**config.mk**
```make
export PLATFORM = sky130hd
export DESIGN_NAME = uvc_payload_packetizer
export DESIGN_NICKNAME = d
export VERILOG_FILES = /design/src/rtl/uvc_pp_pkg.sv /design/src/rtl/uvc_pp_engine.sv /design/src/rtl/uvc_pp_serializer.sv /design/src/rtl/uvc_payload_packetizer.sv
export SDC_FILE = /design/constraint.sdc
export NUM_CORES = 1
export LEC_CHECK = 0
export BUFFER_PORTS_ARGS = -buffer_cell sky130_fd_sc_hd__buf_4
export CORE_UTILIZATION = 45
export CTS_CLUSTER_DIAMETER = 60
export DETAILED_ROUTE_END_ITERATION = 10
export PLACE_DENSITY = 0.67
export SLEW_MARGIN = 20
export SYNTH_ARGS = -nofsm -noshare
export SYNTH_HDL_FRONTEND = slang
export SYNTH_SLANG_ARGS = --single-unit
```
**constraint.sdc**
```tcl
create_clock -name clock -period 6.6 [get_ports clock]
set_clock_uncertainty 0.05 [all_clocks]
set_input_delay 1.65 -clock clock [delete_from_list [all_inputs] [get_ports clock]]
set_output_delay 1.65 -clock clock [all_outputs]
set_load 0.05 [all_outputs]
```
**src/rtl/uvc_pp_pkg.sv**
```systemverilog
// ----------------------------------------------------------------------------
// uvc_pp_pkg: shared types and constants of the UVC payload packetizer
// Field widths, header codes, status codes, register indexes and the result
// bundle passed from the packet engine to the output serializer.
// ----------------------------------------------------------------------------
package uvc_pp_pkg;

   localparam int FRAME_LEN_W = 24;
   localparam int BYTE_W      = 8;
   localparam int MAXPKT_W    = 11;
   localparam int CSR_IDX_W   = 8;
   localparam int RES_MAX     = 3;
   localparam int RES_CNT_W   = 2;
   localparam int RES_IDX_W   = 2;

   // request modes
   localparam logic MODE_START = 1'b0;
   localparam logic MODE_DATA  = 1'b1;

   // payload header
   localparam logic [BYTE_W-1:0]   HDR_LEN       = 8'd2;
   localparam int                  FLAG_FID_BIT  = 0;
   localparam int                  FLAG_EOF_BIT  = 1;
   localparam logic [MAXPKT_W-1:0] MAXPKT_MIN    = 11'd3;
   localparam logic [MAXPKT_W-1:0] MAXPKT_RESET  = 11'd512;

   // register indexes
   localparam logic [CSR_IDX_W-1:0] CSR_STREAM_ENABLE = 8'd0;
   localparam logic [CSR_IDX_W-1:0] CSR_MAX_PACKET    = 8'd1;

   typedef enum logic [1:0] {
      STAT_OK    = 2'd0,
      STAT_BUSY  = 2'd1,
      STAT_STRAY = 2'd2
   } status_type;

   typedef struct packed {
      logic                stream_enable;
      logic [MAXPKT_W-1:0] max_packet_bytes;
   } cfg_type;

   typedef struct packed {
      logic              byte_valid;
      logic [BYTE_W-1:0] out_byte;
      logic              packet_last;
      status_type        status;
   } res_type;

   typedef struct packed {
      logic [RES_CNT_W-1:0]      count;
      res_type [RES_MAX-1:0]     ent;
   } bundle_type;

endpackage

```
**src/rtl/uvc_pp_engine.sv**
```systemverilog
// ----------------------------------------------------------------------------
// uvc_pp_engine: frame and packet state with single-pass result builder
// Turns one registered request into a bundle of one to three result bytes
// and advances the frame state when the bundle is handed on.
// ----------------------------------------------------------------------------
module uvc_pp_engine #(
   parameter int LENGTH_WIDTH = 24,
   parameter int MAX_PACKET   = 1024
) (
   input  logic                                clock,
   input  logic                                reset,
   input  logic                                go,
   input  logic                                mode,
   input  logic [uvc_pp_pkg::FRAME_LEN_W-1:0]  frame_length,
   input  logic [uvc_pp_pkg::BYTE_W-1:0]       data_byte,
   input  uvc_pp_pkg::cfg_type                 cfg,
   output uvc_pp_pkg::bundle_type              bundle
);
   import uvc_pp_pkg::*;

   localparam int PIP_W = $clog2(MAX_PACKET);

   logic [LENGTH_WIDTH-1:0] rem_ff, rem_in;
   logic [PIP_W-1:0]        pip_ff, pip_in;
   logic                    fid_ff, fid_in;
   logic                    active_ff, active_in;

   logic [31:0]             len_wide;
   logic [LENGTH_WIDTH-1:0] len;
   logic [MAXPKT_W-1:0]     mp;
   logic [PIP_W-1:0]        cap;
   logic [LENGTH_WIDTH-1:0] hdr_rem;
   logic [BYTE_W-1:0]       flags;
   res_type                 hdr0, hdr1, dat;
   logic                    need_hdr;
   logic [PIP_W-1:0]        pip_next;
   logic [LENGTH_WIDTH-1:0] rem_next;

   assign len_wide = {{(32 - FRAME_LEN_W){1'b0}}, frame_length};
   assign len      = len_wide[LENGTH_WIDTH-1:0];

   always_comb begin
      // clamp packet size, payload capacity excludes the header
      mp = cfg.max_packet_bytes;
      if (mp < MAXPKT_MIN) begin
         mp = MAXPKT_MIN;
      end else if (mp > MAXPKT_W'(MAX_PACKET)) begin
         mp = MAXPKT_W'(MAX_PACKET);
      end
      cap = PIP_W'(mp - MAXPKT_W'(HDR_LEN));

      hdr_rem = (mode == MODE_START) ? len : rem_ff;
      flags = '0;
      flags[FLAG_FID_BIT] = fid_ff;
      flags[FLAG_EOF_BIT] = (hdr_rem <= LENGTH_WIDTH'(cap));
      hdr0 = '{byte_valid: 1'b1, out_byte: HDR_LEN, packet_last: 1'b0, status: STAT_OK};
      hdr1 = '{byte_valid: 1'b1, out_byte: flags,
               packet_last: (hdr_rem == '0), status: STAT_OK};

      need_hdr = (pip_ff >= cap);
      pip_next = (need_hdr ? '0 : pip_ff) + PIP_W'(1);
      rem_next = rem_ff - LENGTH_WIDTH'(1);
      dat = '{byte_valid: 1'b1, out_byte: data_byte,
              packet_last: (pip_next >= cap) || (rem_next == '0), status: STAT_OK};

      rem_in    = rem_ff;
      pip_in    = pip_ff;
      fid_in    = fid_ff;
      active_in = active_ff;
      bundle    = '0;
      bundle.count = RES_CNT_W'(1);

      case (mode)
         MODE_START: begin
            if (!cfg.stream_enable || active_ff) begin
               bundle.ent[0].status = STAT_BUSY;
            end else begin
               bundle.count  = RES_CNT_W'(2);
               bundle.ent[0] = hdr0;
               bundle.ent[1] = hdr1;
               rem_in = len;
               pip_in = '0;
               if (len == '0) begin
                  fid_in    = ~fid_ff;
                  active_in = 1'b0;
               end else begin
                  active_in = 1'b1;
               end
            end
         end
         default: begin
            if (!active_ff) begin
               bundle.ent[0].status = STAT_STRAY;
            end else begin
               if (need_hdr) begin
                  bundle.count  = RES_CNT_W'(3);
                  bundle.ent[0] = hdr0;
                  bundle.ent[1] = hdr1;
                  bundle.ent[2] = dat;
               end else begin
                  bundle.ent[0] = dat;
               end
               rem_in = rem_next;
               pip_in = pip_next;
               if (rem_next == '0) begin
                  active_in = 1'b0;
                  pip_in    = '0;
                  fid_in    = ~fid_ff;
               end
            end
         end
      endcase
   end

   always_ff @(posedge clock) begin
      if (reset) begin
         rem_ff    <= '0;
         pip_ff    <= '0;
         fid_ff    <= 1'b0;
         active_ff <= 1'b0;
      end else if (go) begin
         rem_ff    <= rem_in;
         pip_ff    <= pip_in;
         fid_ff    <= fid_in;
         active_ff <= active_in;
      end
   end

endmodule

```
**src/rtl/uvc_pp_serializer.sv**
```systemverilog
// ----------------------------------------------------------------------------
// uvc_pp_serializer: result register that plays out a bundle byte by byte
// Takes a new bundle in the cycle its last byte is taken.
// ----------------------------------------------------------------------------
module uvc_pp_serializer (
   input  logic                   clock,
   input  logic                   reset,
   input  logic                   load_valid,
   output logic                   load_ready,
   input  uvc_pp_pkg::bundle_type load_bundle,
   output logic                   rsp_valid,
   input  logic                   rsp_ready,
   output uvc_pp_pkg::res_type    rsp_res,
   output logic                   rsp_run_last
);
   import uvc_pp_pkg::*;

   logic                 busy_ff, busy_in;
   logic [RES_IDX_W-1:0] idx_ff, idx_in;
   bundle_type           bundle_ff, bundle_in;
   logic                 last;
   logic                 load;

   assign last         = (idx_ff == RES_IDX_W'(bundle_ff.count - RES_CNT_W'(1)));
   assign load_ready   = !busy_ff || (rsp_ready && last);
   assign load         = load_valid && load_ready;
   assign rsp_valid    = busy_ff;
   assign rsp_res      = bundle_ff.ent[idx_ff];
   assign rsp_run_last = last;

   always_comb begin
      busy_in   = busy_ff;
      idx_in    = idx_ff;
      bundle_in = bundle_ff;
      if (load) begin
         busy_in   = 1'b1;
         idx_in    = '0;
         bundle_in = load_bundle;
      end else if (busy_ff && rsp_ready) begin
         if (last) begin
            busy_in = 1'b0;
         end else begin
            idx_in = idx_ff + RES_IDX_W'(1);
         end
      end
   end

   always_ff @(posedge clock) begin
      if (reset) begin
         busy_ff <= 1'b0;
         idx_ff  <= '0;
      end else begin
         busy_ff <= busy_in;
         idx_ff  <= idx_in;
      end
   end

   always_ff @(posedge clock) begin
      bundle_ff <= bundle_in;
   end

endmodule

```
**src/rtl/uvc_payload_packetizer.sv**
```systemverilog
// ----------------------------------------------------------------------------
// uvc_payload_packetizer: splits video frames into UVC payload packets
// Frame-start requests open a frame and emit the packet header, data
// requests carry payload bytes; a new header goes out at each packet start.
// ----------------------------------------------------------------------------
//
//   channel  direction  handshake             payload
//   req_     in         req_valid/req_ready   mode, frame_length, data_byte
//   rsp_     out        rsp_valid/rsp_ready   byte_valid, out_byte,
//                                             packet_last, run_last, status
//   csr_     in         csr_valid/csr_ready   csr_index, csr_wdata
//
// A request waits in the input register, then its one to three result
// bytes leave the result register one per cycle while rsp_ready is high.
// A request yields one result when it is a plain data byte or a refusal,
// and two or three when a packet header goes out with it. Reset is
// synchronous and clears all frame state, the registers return to
// streaming off and a 512-byte packet size. A stalled rsp_ready holds
// the result register and backs up into req_ready.
//
module uvc_payload_packetizer #(
   parameter int LENGTH_WIDTH = 24,
   parameter int MAX_PACKET   = 1024
) (
   input  logic                                clock,
   input  logic                                reset,
   // request channel
   input  logic                                req_valid,
   output logic                                req_ready,
   input  logic                                req_mode,
   input  logic [uvc_pp_pkg::FRAME_LEN_W-1:0]  req_frame_length,
   input  logic [uvc_pp_pkg::BYTE_W-1:0]       req_data_byte,
   // result channel
   output logic                                rsp_valid,
   input  logic                                rsp_ready,
   output logic                                rsp_byte_valid,
   output logic [uvc_pp_pkg::BYTE_W-1:0]       rsp_out_byte,
   output logic                                rsp_packet_last,
   output logic                                rsp_run_last,
   output logic [1:0]                          rsp_status,
   // register write channel
   input  logic                                csr_valid,
   output logic                                csr_ready,
   input  logic [uvc_pp_pkg::CSR_IDX_W-1:0]    csr_index,
   input  logic [uvc_pp_pkg::MAXPKT_W-1:0]     csr_wdata
);
   import uvc_pp_pkg::*;

   // input register
   logic                   in_valid_ff, in_valid_in;
   logic                   mode_ff;
   logic [FRAME_LEN_W-1:0] len_ff;
   logic [BYTE_W-1:0]      data_ff;

   // configuration registers
   logic                   stream_enable_ff, stream_enable_in;
   logic [MAXPKT_W-1:0]    max_packet_ff, max_packet_in;

   cfg_type                cfg;
   bundle_type             bundle;
   logic                   load_ready;
   logic                   go;
   logic                   req_take;
   res_type                res;

   // Advance the input register whenever the serializer takes its bundle.
   assign go        = in_valid_ff && load_ready;
   assign req_ready = !in_valid_ff || load_ready;
   assign req_take  = req_valid && req_ready;

   always_comb begin
      in_valid_in = in_valid_ff;
      if (req_take) begin
         in_valid_in = 1'b1;
      end else if (go) begin
         in_valid_in = 1'b0;
      end
   end

   always_ff @(posedge clock) begin
      if (reset) begin
         in_valid_ff <= 1'b0;
      end else begin
         in_valid_ff <= in_valid_in;
      end
   end

   // Hold the payload until the next request lands.
   always_ff @(posedge clock) begin
      if (req_take) begin
         mode_ff <= req_mode;
         len_ff  <= req_frame_length;
         data_ff <= req_data_byte;
      end
   end

   // Register writes are always taken; unknown indexes are dropped.
   assign csr_ready = 1'b1;

   always_comb begin
      stream_enable_in = stream_enable_ff;
      max_packet_in    = max_packet_ff;
      if (csr_valid) begin
         unique case (csr_index)
            CSR_STREAM_ENABLE: stream_enable_in = csr_wdata[0];
            CSR_MAX_PACKET:    max_packet_in    = csr_wdata;
            default: ;
         endcase
      end
   end

   always_ff @(posedge clock) begin
      if (reset) begin
         stream_enable_ff <= 1'b0;
         max_packet_ff    <= MAXPKT_RESET;
      end else begin
         stream_enable_ff <= stream_enable_in;
         max_packet_ff    <= max_packet_in;
      end
   end

   assign cfg.stream_enable    = stream_enable_ff;
   assign cfg.max_packet_bytes = max_packet_ff;

   uvc_pp_engine #(
      .LENGTH_WIDTH (LENGTH_WIDTH),
      .MAX_PACKET   (MAX_PACKET)
   ) u_engine (
      .clock        (clock),
      .reset        (reset),
      .go           (go),
      .mode         (mode_ff),
      .frame_length (len_ff),
      .data_byte    (data_ff),
      .cfg          (cfg),
      .bundle       (bundle)
   );

   uvc_pp_serializer u_serializer (
      .clock        (clock),
      .reset        (reset),
      .load_valid   (in_valid_ff),
      .load_ready   (load_ready),
      .load_bundle  (bundle),
      .rsp_valid    (rsp_valid),
      .rsp_ready    (rsp_ready),
      .rsp_res      (res),
      .rsp_run_last (rsp_run_last)
   );

   assign rsp_byte_valid  = res.byte_valid;
   assign rsp_out_byte    = res.out_byte;
   assign rsp_packet_last = res.packet_last;
   assign rsp_status      = res.status;

`ifndef SYNTHESIS
   // A refused or stray request yields exactly one empty result.
   a_refusal_single : assert property (@(posedge clock) disable iff (reset)
      rsp_valid && (rsp_status != STAT_OK) |-> rsp_run_last && !rsp_byte_valid)
      else $error("refusal result is not a single empty result");

   // Packet end only on a carried byte.
   a_plast_valid : assert property (@(posedge clock) disable iff (reset)
      rsp_valid && rsp_packet_last |-> rsp_byte_valid)
      else $error("packet_last without a packet byte");

   // A request is never dropped: a full input register with a blocked
   // serializer must keep its request.
   a_hold_request : assert property (@(posedge clock) disable iff (reset)
      in_valid_ff && !load_ready |=> in_valid_ff)
      else $error("pending request lost");

   // Reset empties the result register.
   a_reset_empty : assert property (@(posedge clock)
      reset |=> !rsp_valid)
      else $error("result pending after reset");
`endif

endmodule

```
=== After elaboration in Yosys (flattened, before gate mapping) ===
Cells that the tools add are included.

* Register bits: 123
* Input port bits: 57

* Add/subtract/negate cells: 5
* Magnitude comparators: 6
* Eq/ne operators: 5
* Mux-type cells: 37
* Bitwise logic cells: 2
* Reduce and logical (&&, ||, !) cells: 29

{| class="wikitable"
|+ Operator list
! kind !! number
|-
| 2-to-1 mux 24 bit || 5
|-
| logical NOT 24 bit || 3
|-
| 2-to-1 mux 10 bit || 7
|-
| 2-to-1 mux 36 bit || 1
|-
| 2-to-1 mux 26 bit || 1
|-
| binary-select mux 12 bit (select 2 bit) || 1
|-
| <= comparator 24 x 10 -> 1 bit || 1
|-
| subtractor 24 x 1 -> 24 bit (second input constant) || 1
|-
| 2-to-1 mux 22 bit || 1
|-
| >= comparator 10 bit || 2
|-
| 2-to-1 mux 1 bit || 16
|-
| 2-to-1 mux 12 bit || 1
|-
| AND reduction 2 bit || 6
|-
| greater-than comparator 11 bit (second input constant) || 1
|-
| less-than comparator 11 x 2 -> 1 bit (second input constant) || 1
|-
| 2-to-1 mux 11 bit || 1
|-
| adder 10 x 1 -> 10 bit (second input constant) || 1
|-
| subtractor 10 x 2 -> 10 bit (second input constant) || 1
|-
| == test 8 x 1 -> 1 bit (second input constant) || 1
|-
| logical NOT 8 bit || 1
|-
| nonzero test 2 bit || 4
|-
| 2-to-1 mux 2 bit || 3
|-
| AND reduction 3 bit || 2
|-
| AND reduction 5 bit || 1
|-
| other kinds (11) || 21
|}

=== Longest topological paths before layout ===
* Depth in word-level cells: 12
* Depth in mapped cells: 26

=== Hierarchy ===
From an unflattened synthesis, not the netlist that was laid out.

* Cell total of the unflattened synthesis: 718
* Area total of the unflattened synthesis: 7001.7 um2

{| class="wikitable"
|+ By module, submodules not included
! module !! instances !! cells an instance !! area each (um2)
|-
| uvc_pp_engine || 1 || 518 || 3717.3
|-
| uvc_pp_serializer || 1 || 105 || 1652.8
|-
| uvc_payload_packetizer || 1 || 95 || 1631.6
|}

=== Least setup slack after synthesis ===
Ideal clock, no wire load.

* Kind: reg-to-reg
* From: reg max_packet_ff[6]
* To: reg u_serializer.bundle_ff[2] in the netlist's numbering, data pin
* Library setup time: 0.154 ns
* Arrival: 6.014 ns
* Data required time: 6.396 ns
* Setup slack: 0.382 ns
* Stages on the path, launching flop included: 27
* Path buffers: 1
* Period minus slack after synthesis: 6.218 ns
* Cell sequence: dfxtp_1 -> or4_1 -> or4b_2 -> a21oi_1 -> inv_1 -> ha_1 -> xnor2_1 -> ha_1 -> a2111oi_0 -> nor3_1 -> o211a_1 -> o311ai_1 -> a31oi_1 -> buf_2 -> nor2_1 -> ha_1 -> nand3_1 -> nor2_1 -> xnor2_1 -> nor2_1 -> ha_1 -> and3_1 -> o221ai_1 -> a21boi_1 -> maj3_1 -> maj3_1 -> a21boi_0

* Longest elaborated chain between the ends: 12
* Elaborated cells between the ends (all ways): 13

{| class="wikitable"
|+ Ends and longest elaborated chain
! element !! RTL line !! text
|-
| from (decl) || uvc_payload_packetizer.sv:57 || <nowiki>logic [MAXPKT_W-1:0] max_packet_ff, max_packet_in;</nowiki>
|-
| from (signal assigned) || uvc_payload_packetizer.sv:118 || <nowiki>max_packet_ff <= max_packet_in;</nowiki>
|-
| greater-than comparator 11 bit || uvc_pp_engine.sv:47 || <nowiki>end else if (mp > MAXPKT_W'(MAX_PACKET)) begin</nowiki>
|-
| 2-to-1 mux 10 bit || uvc_pp_engine.sv:47 ||
|-
| 2-to-1 mux 10 bit * || uvc_pp_engine.sv:45 || <nowiki>if (mp < MAXPKT_MIN) begin</nowiki>
|-
| subtractor 10 x 2 -> 10 bit * || uvc_pp_engine.sv:50 || <nowiki>cap = PIP_W'(mp - MAXPKT_W'(HDR_LEN));</nowiki>
|-
| >= comparator 10 bit || uvc_pp_engine.sv:60 || <nowiki>need_hdr = (pip_ff >= cap);</nowiki>
|-
| 2-to-1 mux 10 bit || uvc_pp_engine.sv:61 || <nowiki>pip_next = (need_hdr ? '0 : pip_ff) + PIP_W'(1);</nowiki>
|-
| adder 10 x 1 -> 10 bit || uvc_pp_engine.sv:61 ||
|-
| >= comparator 10 bit || uvc_pp_engine.sv:64 || <nowiki>packet_last: (pip_next >= cap) || (rem_next == '0), status: STAT_OK};</nowiki>
|-
| logical OR 1 bit || uvc_pp_engine.sv:64 ||
|-
| 2-to-1 mux 11 bit * || uvc_pp_engine.sv:95 || <nowiki>if (need_hdr) begin</nowiki>
|-
| 2-to-1 mux 36 bit * || uvc_pp_engine.sv:92 || <nowiki>if (!active_ff) begin</nowiki>
|-
| 2-to-1 mux 24 bit * || uvc_pp_engine.sv:73 || <nowiki>case (mode)</nowiki>
|-
| to (signal assigned) || uvc_pp_serializer.sv:59 || <nowiki>bundle_ff <= bundle_in;</nowiki>
|-
| to (decl) || uvc_pp_serializer.sv:20 || <nowiki>bundle_type bundle_ff, bundle_in;</nowiki>
|}

Every way passes the cells marked *; elsewhere a longest branch is shown, timed or not.
A chain may end at the register's enable or synchronous reset.

=== Worst setup path after layout ===
Ends and elaborated chain as after synthesis.

==> summary.txt <==
Floorplanning
  – Chip width: between 100 and 150 um
  – Die H: approximately 120 um
  – Total core area: ~0.013 mm^2
  – Die Area: 0.01450 mm^2
  – Initial Util: between 40% and 50%
  – Row Count: 42
  – Io pins: 73

Route
  – Routed Wire Length: 15250 um
  – Post-DRT Antenna Nets: 0
  – DR pass1 iterations: 5
  – DRT iter0 DRCs: about 340
  – Vias after detailed routing: between 5000 and 6000
  – DRC viols: 0
  – Vias per inst: about 5.8
  – Routed wire per std cell: approximately 17 um

Status
  – Status: completed

Logic synthesis
  – Seq/Total Area, Yosys: roughly 45%
  – Mapped Nets: approximately 760
  – Mapped cell area: around 0.0063 mm^2
  – Asr flop ratio synth: 0%
  – YS warnings: 0
  – Synth Register Bits: 112
  – Post-synth EDFFs: 60
  – Synth Instances: roughly 680
  – Main flop type after synthesis: edfxtp_1
  – Synth cell types: 70
  – Mean area per synthesized cell: between 9 and 10 um^2

Global route
  – Total track usage: around 22%
  – Global-route wire length before repair: about 25000 um
  – Vias in the first global route: approximately 5000
  – Grt ovf: 0
  – Initial antenna violation count: 0
  – Pin count of the biggest net entering global routing: 57

Critical path
  – CP Capture Type: register
  – CP max-delay cell: or4b_2
  – Worst setup SP type: register
  – CP Max Fanout: 6
  – WS Path Type: reg2reg
  – CP Buf/Inv Count: 1
  – WP data required: approximately 6.8 ns
  – Worst stage delay on the critical path: 0.64 ns
  – Arr. time, crit path: about 6.4 ns
  – CP top delay family: simple AND/OR/NAND/NOR gates
  – Crit-path most repeated cell: ha_1

STA
  – FMAX: around 160 MHz
  – Final Hold Viols: 0
  – Unrepaired setup endpoints after global routing: no
  – Final count of pins violating max slew: 0
  – Hold slack: about 0.43 ns
  – Rel. slew slack: 44.45%
  – Worst Slack Setup Final: around 0.34 ns
  – Setup TNS: 0 ns
  – Min Tclk post-route: 6.259 ns
  – Slew @ Worst Pin: 0.8281 ns
  – Setup violators final: 0
  – Tcrit/Tclk final: 94.84%

Placement
  – Placed cell area: 0.006975 mm^2
  – Global placer's final weighted congestion: between 0.8 and 0.9
  – Hpwl dp: 10670 um
  – IO Port Bufs: 71
  – Worst slack, placed: about 0.12 ns

Pwr
  – Int Power: 1.155 mW
  – Pwr per Cell Area: about 210 mW/mm^2
  – Net Sw Frac: ~27%
  – Tot Pwr: 1.586 mW
  – Seq pwr share: between 40% and 50%
  – Logic pwr share: ~14%
  – Switching power total: 0.4316 mW
  – Worst VDD drop: around 0.17 mV
  – LEAKAGE: about 2.9 nW
  – Clock power share: 36.9%

CTS
  – Clock root buffer: clkbuf_16
  – CTS tree: built
  – # hold bufs at CTS: 0
  – CTS Buf Count: 9
  – Clk_lat worst skew: 0.36 ns
  – Clock Pin Slew Worst Setup and Hold Paths: about 0.080 ns
  – TritonCTS Sinks: between 100 and 150
  – H-tree levels: 3
  – Clock buffer depth: 2

Final layout
  – Leading cell types in the layout, fill and taps excluded: buf_4, nor2_1, nand2_1, edfxtp_1, dfxtp_1
  – ANT cells: 0
  – Layout area overhead: 17.05%
  – # nets final: a little over 800
  – Most common cell after layout, fill and taps aside: buf_4
  – Share of layout cells above drive strength 1: ~17%
  – Fin area: between 0.007 and 0.008 mm^2

Job
  – Max-cap violations: 0

Worst hold path
  – Hold crit path type: reg2reg
[final cells by class]
type / count / area, um^2
Tap cell: 176 / 220.2
Clock inverter: 7 / 92.59
Fill cell: 1221 / 6066
Timing Repair Buffer: 81 / 628.1
Inverter: 24 / 90.09
Clock buffer: 9 / 225.2
Multi-Input combinational cell: 510 / 3287
Sequential cell: 112 / 2844
[power by group through the flow]
stage	Clock, mW	Combinational, mW	Sequential, mW
after floorplan	0	0.150	0.790
after global placement	0	0.210	0.796
after detailed placement	0	0.214	0.797
after CTS	0.599	0.215	0.781
after global routing	0.623	0.241	0.785
final	0.586	0.219	0.781
[stage by stage]
step,instances,utilization [%]
2_1_floorplan,682,-
3_3_place_gp,898,51.85
3_5_place_dp,898,51.85
4_1_cts,914,54.21
5_1_grt,919,54.91
6_report,919,54.91
[cells in the mapped netlist (3+ instances only)]
master,number,area [um^2]
nand3_1,13,65.06
nor2b_1,8,50.05
a21oi_1,38,190.2
xor2_1,5,43.79
or3_1,12,75.07
ha_1,25,312.8
nand2_1,67,251.5
xnor2_1,11,96.34
o21a_1,4,30.03
o31ai_1,4,30.03
a31oi_1,3,18.77
a21boi_0,4,30.03
and2_1,21,131.4
edfxtp_1,60,1802
inv_1,22,82.58
o22ai_1,8,50.05
nand3b_1,6,45.04
or4_1,5,37.54
a21o_1,6,45.04
o21ai_0,27,135.1
a22oi_1,10,75.07
mux2i_1,25,250.2
nor3_1,19,95.09
clkbuf_1,32,120.1
nor2_1,79,296.5
and3_1,6,37.54
nand4b_1,5,43.79
nor4_1,10,62.56
nand4_1,9,56.30
maj3_1,5,50.05
o211ai_1,4,30.03
o2bb2ai_1,5,43.79
nand2b_1,9,56.30
a211oi_1,11,82.58
dfxtp_1,52,1041
mux2_2,3,33.78
o31a_1,3,26.28
or2_2,3,18.77
[flip-flops by register name (all words and copies together), names as in the netlist]
register	count
u_serializer.bundle_ff	27
len_ff	24
u_engine.rem_ff	24
max_packet_ff	11
u_engine.pip_ff	10
data_ff	8
u_serializer.idx_ff	2
in_valid_ff	1
mode_ff	1
stream_enable_ff	1
u_engine.active_ff	1
u_engine.fid_ff	1
u_serializer.rsp_valid	1
[per-layer routing]
metal / wire (um) / GRT usage, % / up-vias
li1: - / - / 2599
met1: 6738 / 28.16 / 2550
met2: 7495 / 37.07 / 156
met3: 780 / 3.868 / 17
met4: 238 / 7.176 / 0
met5: 0 / 0 / -
[final timing paths]
check                     start  depth (start not counted)                   endpoint  slack [ns]
min          u_engine.pip_ff[9]                          2         u_engine.pip_ff[9]        0.43
max            max_packet_ff[6]                         25  u_serializer.bundle_ff[2]        0.34
max reg2reg    max_packet_ff[6]                         25  u_serializer.bundle_ff[2]        0.34
min reg2reg  u_engine.pip_ff[9]                          2         u_engine.pip_ff[9]        0.43
[worst register-to-register path: cells and delay by family, from the launching register on]
kind | cells | cell delay [ns]
flops | 1 | 0.36
compound gates | 8 | 1.59
xor+xnor | 2 | 0.33
simple gates | 8 | 2.01
fa+ha+maj | 6 | 1.71
buf+inv | 1 | 0.07
[cell families after synthesis]
| group | Yosys count | share of synthesized area (%) |
|---|---|---|
| AO/OA/AOI/OAI | 148 | 15.54 |
| buffers and inverters | 60 | 3.648 |
| adder cells (fa/ha/maj) | 30 | 5.749 |
| XOR/XNOR | 16 | 2.220 |
| AND/OR/NAND/NOR | 287 | 23.24 |
| flip-flops | 112 | 45.04 |
| multiplexers | 28 | 4.500 |
| other | 1 | 0.05942 |
[what timing repair did]
item                       in CTS  in global routing
setup buffers                   0                  4
resized for setup               0                  9
setup endpoints to repair       0                  1
(Power assumes the default switching activity.)
